File: config.mk
export PLATFORM = sky130hd
export DESIGN_NAME = base64_stream_decoder
export DESIGN_NICKNAME = d
export VERILOG_FILES = /design/src/hdl/b64d_pkg.sv /design/src/hdl/b64d_group.sv /design/src/hdl/b64d_queue.sv /design/src/hdl/base64_stream_decoder.sv
export SDC_FILE = /design/constraint.sdc
export NUM_CORES = 1
export LEC_CHECK = 0
export ABC_AREA = 1
export BUFFER_PORTS_ARGS = -buffer_cell sky130_fd_sc_hd__buf_4
export CAP_MARGIN = 20
export CORE_UTILIZATION = 35
export CTS_CLUSTER_DIAMETER = 40
export DETAILED_ROUTE_END_ITERATION = 12
export HOLD_SLACK_MARGIN = 0.06
export PLACE_DENSITY = 0.49
export SLEW_MARGIN = 0
export SYNTH_ARGS = -nofsm -noshare
export SYNTH_HDL_FRONTEND = slang
export SYNTH_HIERARCHICAL = 1
export SYNTH_SLANG_ARGS = --single-unit
export TNS_END_PERCENT = 50
File: constraint.sdc
create_clock -name clock -period 4.02 [get_ports clock]
set_input_delay 0 -clock clock [delete_from_list [all_inputs] [get_ports clock]]
set_output_delay 0 -clock clock [all_outputs]
set_load 0.01 [all_outputs]
File: src/hdl/b64d_pkg.sv
`default_nettype none
package b64d_pkg;

   // Index value given to any character outside the base64 alphabet.
   localparam logic [6:0] NOT_IN_ALPHABET = 7'd100;

   // Result queue depth and the largest number of results one character can cause.
   localparam int QUEUE_DEPTH  = 6;
   localparam int MAX_RESULTS  = 3;
   localparam int COUNT_WIDTH  = $clog2(QUEUE_DEPTH + 1);

   typedef struct packed {
      logic [7:0] in_char;
      logic       in_last;
   } req_type;

   typedef struct packed {
      logic [7:0] out_byte;
      logic       out_last;
      logic       out_error;
   } rsp_type;

   // Results produced by one accepted character, item[0] first.
   typedef struct packed {
      logic [1:0]                  count;
      rsp_type [MAX_RESULTS-1:0]   item;
   } push_type;

   // Maps an ASCII code to its index in the standard base64 alphabet.
   function automatic logic [6:0] char_index(input logic [7:0] c);
      logic [7:0] v;
      begin
         v = {1'b0, NOT_IN_ALPHABET};
         if (c >= 8'h41 && c <= 8'h5A) begin
            v = c - 8'd65;
         end else if (c >= 8'h61 && c <= 8'h7A) begin
            v = c - 8'd71;
         end else if (c >= 8'h30 && c <= 8'h39) begin
            v = c + 8'd4;
         end else if (c == 8'h2B) begin
            v = 8'd62;
         end else if (c == 8'h2F) begin
            v = 8'd63;
         end
         return v[6:0];
      end
   endfunction

endpackage
`default_nettype wire

File: src/hdl/b64d_group.sv
`default_nettype none
module b64d_group
   import b64d_pkg::*;
(
   input  wire logic     clock,
   input  wire logic     reset,
   input  wire logic     accept,
   input  wire req_type  req,
   output push_type      push
);

   logic [6:0] vals_ff [3];
   logic [6:0] vals_in [3];
   logic [1:0] pos_ff;
   logic [1:0] pos_in;
   logic [6:0] v;
   rsp_type    b0, b1, b2;

   assign v = char_index(req.in_char);

   always_comb begin
      vals_in = vals_ff;
      pos_in  = pos_ff;
      push    = '0;
      b0 = '{out_byte: {vals_ff[0][5:0], vals_ff[1][5:4]}, out_last: 1'b0, out_error: 1'b0};
      b1 = '{out_byte: {vals_ff[1][3:0], vals_ff[2][5:2]}, out_last: 1'b0, out_error: 1'b0};
      b2 = '{out_byte: {vals_ff[2][1:0], v[5:0]}, out_last: 1'b0, out_error: 1'b0};
      if (accept) begin
         if (pos_ff != 2'd3) begin
            if (req.in_last) begin
               // The stream ended inside a group: one error result.
               push.count   = 2'd1;
               push.item[0] = '{out_byte: 8'd0, out_last: 1'b1, out_error: 1'b1};
               vals_in      = '{default: 7'd0};
               pos_in       = 2'd0;
            end else begin
               vals_in[pos_ff] = v;
               pos_in          = pos_ff + 2'd1;
            end
         end else begin
            if (vals_ff[2] == NOT_IN_ALPHABET) begin
               b0.out_last = req.in_last;
               push.count  = 2'd1;
            end else if (v == NOT_IN_ALPHABET) begin
               b1.out_last = req.in_last;
               push.count  = 2'd2;
            end else begin
               b2.out_last = req.in_last;
               push.count  = 2'd3;
            end
            push.item[0] = b0;
            push.item[1] = b1;
            push.item[2] = b2;
            vals_in      = '{default: 7'd0};
            pos_in       = 2'd0;
         end
      end
   end

   always_ff @(posedge clock) begin
      if (reset) begin
         vals_ff <= '{default: 7'd0};
         pos_ff  <= 2'd0;
      end else begin
         vals_ff <= vals_in;
         pos_ff  <= pos_in;
      end
   end

endmodule
`default_nettype wire

File: src/hdl/b64d_queue.sv
`default_nettype none
module b64d_queue
   import b64d_pkg::*;
(
   input  wire logic                   clock,
   input  wire logic                   reset,
   input  wire push_type               push,
   input  wire logic                   pop,
   output rsp_type                     head,
   output logic [COUNT_WIDTH-1:0]      count
);

   rsp_type                entry_ff [QUEUE_DEPTH];
   rsp_type                entry_in [QUEUE_DEPTH];
   logic [COUNT_WIDTH-1:0] count_ff;
   logic [COUNT_WIDTH-1:0] count_in;
   logic [COUNT_WIDTH-1:0] base;

   assign base     = count_ff - COUNT_WIDTH'(pop);
   assign count_in = base + COUNT_WIDTH'(push.count);
   assign head     = entry_ff[0];
   assign count    = count_ff;

   always_comb begin
      for (int i = 0; i < QUEUE_DEPTH; i++) begin
         if (pop && i < QUEUE_DEPTH - 1) begin
            entry_in[i] = entry_ff[(i < QUEUE_DEPTH - 1) ? i + 1 : i];
         end else begin
            entry_in[i] = entry_ff[i];
         end
         for (int k = 0; k < MAX_RESULTS; k++) begin
            if (2'(k) < push.count && COUNT_WIDTH'(i) == base + COUNT_WIDTH'(k)) begin
               entry_in[i] = push.item[k];
            end
         end
      end
   end

   always_ff @(posedge clock) begin
      if (reset) begin
         count_ff <= '0;
      end else begin
         count_ff <= count_in;
      end
      entry_ff <= entry_in;
   end

endmodule
`default_nettype wire

File: src/hdl/base64_stream_decoder.sv
`default_nettype none
// Base64 stream decoder.
// The req_ channel carries one text character per transfer, with in_last set on the
// final character of a stream. The rsp_ channel carries one decoded byte per transfer.
// Every fourth character of a group releases up to three bytes: byte1 is dropped when
// the third character is outside the alphabet, byte2 when the third or fourth is.
// The last byte of a stream that ends on a group boundary carries out_last. A stream
// that ends inside a group gives a single result with out_error and out_last set and a
// zero byte; bytes already sent for earlier groups stand. Latency: when the result
// queue is empty, the results caused by a character are offered on rsp_ in the cycle
// after its transfer; otherwise they wait behind the results already queued, draining
// one per cycle while rsp_ready is high. Throughput: one character per cycle; the
// six-entry result queue keeps pace since four characters give at most three bytes.
// req_ready is high while the queue holds three entries or fewer, so a stalled
// receiver fills the queue and then holds off the sender without losing data.
// Reset clears the open group and empties the queue.
module base64_stream_decoder
   import b64d_pkg::*;
(
   input  wire logic     clock,
   input  wire logic     reset,
   input  wire logic     req_valid,
   output logic          req_ready,
   input  wire req_type  req_data,
   output logic          rsp_valid,
   input  wire logic     rsp_ready,
   output rsp_type       rsp_data
);

   logic                   req_fire;
   logic                   rsp_fire;
   push_type               push;
   logic [COUNT_WIDTH-1:0] count;

   // A character may cause up to three results, so room for that many is required.
   assign req_ready = (count <= COUNT_WIDTH'(QUEUE_DEPTH - MAX_RESULTS));
   assign req_fire  = req_valid && req_ready;
   assign rsp_valid = (count != '0);
   assign rsp_fire  = rsp_valid && rsp_ready;

   // Group assembly: maps characters to indices and forms the bytes of a group.
   b64d_group u_group (
      .clock  (clock),
      .reset  (reset),
      .accept (req_fire),
      .req    (req_data),
      .push   (push)
   );

   // Result queue: the head entry drives the rsp_ channel directly.
   b64d_queue u_queue (
      .clock  (clock),
      .reset  (reset),
      .push   (push),
      .pop    (rsp_fire),
      .head   (rsp_data),
      .count  (count)
   );

   // The queue never holds more than its depth.
   a_count_bound: assert property (@(posedge clock) disable iff (reset)
      count <= COUNT_WIDTH'(QUEUE_DEPTH))
      else $error("result queue overflow");

   // Without a result transfer the queue cannot shrink.
   a_no_loss: assert property (@(posedge clock) disable iff (reset)
      !rsp_fire |=> count >= $past(count))
      else $error("result lost from queue");

   // A result transfer with no character accepted removes exactly one entry.
   a_pop_one: assert property (@(posedge clock) disable iff (reset)
      (rsp_fire && !req_fire) |=> count == $past(count) - COUNT_WIDTH'(1))
      else $error("queue count off after a result transfer");

   // An error result ends the stream and carries a zero byte.
   a_error_form: assert property (@(posedge clock) disable iff (reset)
      (rsp_valid && rsp_data.out_error) |-> (rsp_data.out_last && rsp_data.out_byte == 8'd0))
      else $error("malformed error result");

endmodule
`default_nettype wire

==> out/qor.csv <==
metric;value;unit
crit_top_cell;nand2_1;
dieArea;18900;sq um
vias_per_cell;5.01;
leakage;3.15;nW
hold_class;in -> reg;
crit_arrival;3.25;ns
antenna_left;0;
crit_family;simple AND/OR/NAND/NOR gates;
clock.fmax;307;MHz
r2r_slack;0.84;ns
ys_seq_elements;84;
setup_viol_count_final;0;
n_antenna_cell;0;
critPathMaxFanout;12;
ios;25;
via_count;5957;
regArea;2280;sq um
postSynthAreaPerCell;6.80;sq um
drive_above_1_share;14.0;%
ys_async_sr_fraction;0;%
syn_inst;945;
totalWireLength;20500;microns
ir_drop;0.000270;V
slowest_stage;nor2_1;
critical_path_class;in -> reg;
num-fill-cells;1935;
overflow;0;
wire_per_inst;17.2;microns
fp.dieH;137;microns
ys_top_cells_by_count;323 x nand2_1, 114 x nand3_1, 111 x nor2_1, 83 x inv_1, 60 x edfxtp_1;
setup_ws;0.765;ns
clock-sinks;84;
postLayoutCoreUtil;39.2;%
path_cells;buf_4, inv_1, ha_1, nand2_1, inv_1, nand2_1, nand2_1, nand3_2, nand2_4, inv_2, nand2_1, nand2_2, nand2_1, nor2_2, nand3_2, nand2_1, inv_1, nor2_4, nor2_1, nand2_1, nand3_1;
fin_crit;3.25;ns
crit_buf_inv;5;
dr.pass1.iters;5;
ys_types;40;
drc_errors;0;
rr_worst_depth;8;
setup_tns;0;ns
place_congestion;0.895;
grt_pass1_vias;5549;
synth.largest_area_cell;edfxtp_1;
synthTopCellsByArea;edfxtp_1 28%, nand2_1 19%, nand3_1 8.9%;
dpl_worst_slack;0.409;ns
coreArea;18000;sq um
root_buffer;clkbuf_16;
grt_pass1_wl;31400;microns
drtIter0Drc;575;
cts_buffers;9;
power;3.87;mW
yosysMostFrequentCell;nand2_1;
io_buffer_count;24;
critPathMaxStageDelay;0.55;ns
worstMarginPinSlew;0.872;ns
worstPathRequired;4.01;ns
cp-end-kind;flip-flop;
synth-main-ff-cell;edfxtp_1;
clock_latency;0.35;ns
row_count;49;
min_path_cells;6;
cap_violations;0;
syn-cell-area;6420;sq um
place_hpwl;14600;microns
htreeDepth;3;
yosysTopAreaCellShare;28.1;%
dp.cells;1172;
antenna_found_initial;0;
grt_max_degree;25;
multi_input_area;3400;sq um
ys_seq_area_share;35.5;%
final_nets;986;
cts_tree;built;
initial_core_util;35.8;%
area_growth;9.74;%
post-route-period-util;81.0;%
outcome;completed;
crit_cells;21;
rsz0062_at_grt;false;
final_cells;1189;
synth_edf_count;60;
slew_headroom;41.7;%
grt_usage;23.0;%
cts_buffer_depth;2;
fin_skew;0.00847;ns
dieWidth;137;microns
powerDensity;548;nW/um^2
start_kind;primary input;
clkTransAtPathRegs;0.06;ns
hold_viol;0;
maxSlewViolCount;0;
yosysWarnings;6;
cell families after synthesis:
family / count (synthesis) / share of synthesized area [%]
AOI/OAI and AO/OA: 65 / 5.53
other: 1 / 0.0584
DFF: 84 / 35.5
buffers and inverters: 154 / 11.6
adders and majority gates: 18 / 3.62
and+or+nand+nor: 616 / 42.7
xor gates and xnor gates: 7 / 0.955
layer usage:
metal / vias to the layer above / routed length (microns) / track usage (%)
met5: - / 0 / 0
met4: 0 / 595 / 9.34
met3: 35 / 778 / 3.13
met2: 128 / 9650 / 37.5
met1: 2774 / 9470 / 30.3
li1: 3020 / - / -
worst paths after layout:
check	startpoint	to
setup / recovery	req_data[2]	u_queue/entry_ff[48]$_DFFE_PP_
hold reg to reg	u_group/b1[3]$_SDFFE_PP0P_	u_group/b1[3]$_SDFFE_PP0P_
hold / removal	req_valid	u_group/pos_ff[0]$_SDFFE_PP0P_
setup reg to reg	u_queue/count[2]$_SDFF_PP0_	u_queue/entry_ff[48]$_DFFE_PP_
layout by cell type (no fill, tap or decap), drive strengths merged, types with 2 or more instances in the layout:
| cell type | instances |
|---|---|
| nand2 | 342 |
| nor2 | 131 |
| nand3 | 120 |
| inv | 94 |
| edfxtp | 60 |
| buf | 55 |
| a21oi | 27 |
| o21ai | 25 |
| dfxtp | 24 |
| ha | 17 |
| nand4 | 15 |
| clkbuf | 11 |
| a31oi | 9 |
| xor2 | 5 |
| clkinv | 5 |
| nor3 | 5 |
| clkinvlp | 2 |
| nand3b | 2 |
| xnor2 | 2 |
| conb | 2 |
| o22ai | 2 |
where the power goes:
group / internal, mW / switching [mW] / total [mW]
sequential: 1.34 / 0.0947 / 1.43
combinational: 0.480 / 1.14 / 1.62
clock: 0.453 / 0.362 / 0.815
what timing repair did:
| action | CTS | global route |
|---|---|---|
| setup buffers | 0 | 0 |
| hold buffers | 1 | 0 |
| gates resized for setup | 0 | 0 |
| endpoints found under the hold margin | 22 | 0 |
state kept, by name, summed over array words and instances (netlist names):
signal            cells
u_group/b0            8
u_group/b2            2
u_queue/entry_ff     50
u_queue/count         3
u_group/b1            8
u_group/pos_ff        2
u_queue/head         10
u_group/vals_ff       1
worst min-delay path, delay by kind of cell:
kind	cells	cell delay, ns
simple gates	2	0.09
compound gates	1	0.05
buf+inv	3	0.30
stage by stage:
stage | hold WS, ns | area (sq um)
6_report | 0.139 | 7050
5_1_grt | 0.173 | 7050
4_1_cts | 0.132 | 7050
3_5_place_dp | 0.344 | 6750
3_3_place_gp | 0.342 | 6750
2_1_floorplan | 0.0667 | 6430
cell type report:
type / instances / share of cell area (%)
Multi-Input combinational cell: 708 / 48.3
Clock inverter: 5 / 0.515
Clock buffer: 11 / 3.59
Inverter: 96 / 5.18
Timing Repair Buffer: 56 / 6.00
Tap cell: 229 / 4.07
Sequential cell: 84 / 32.4
Note: power is estimated with default switching activity, not from simulation.
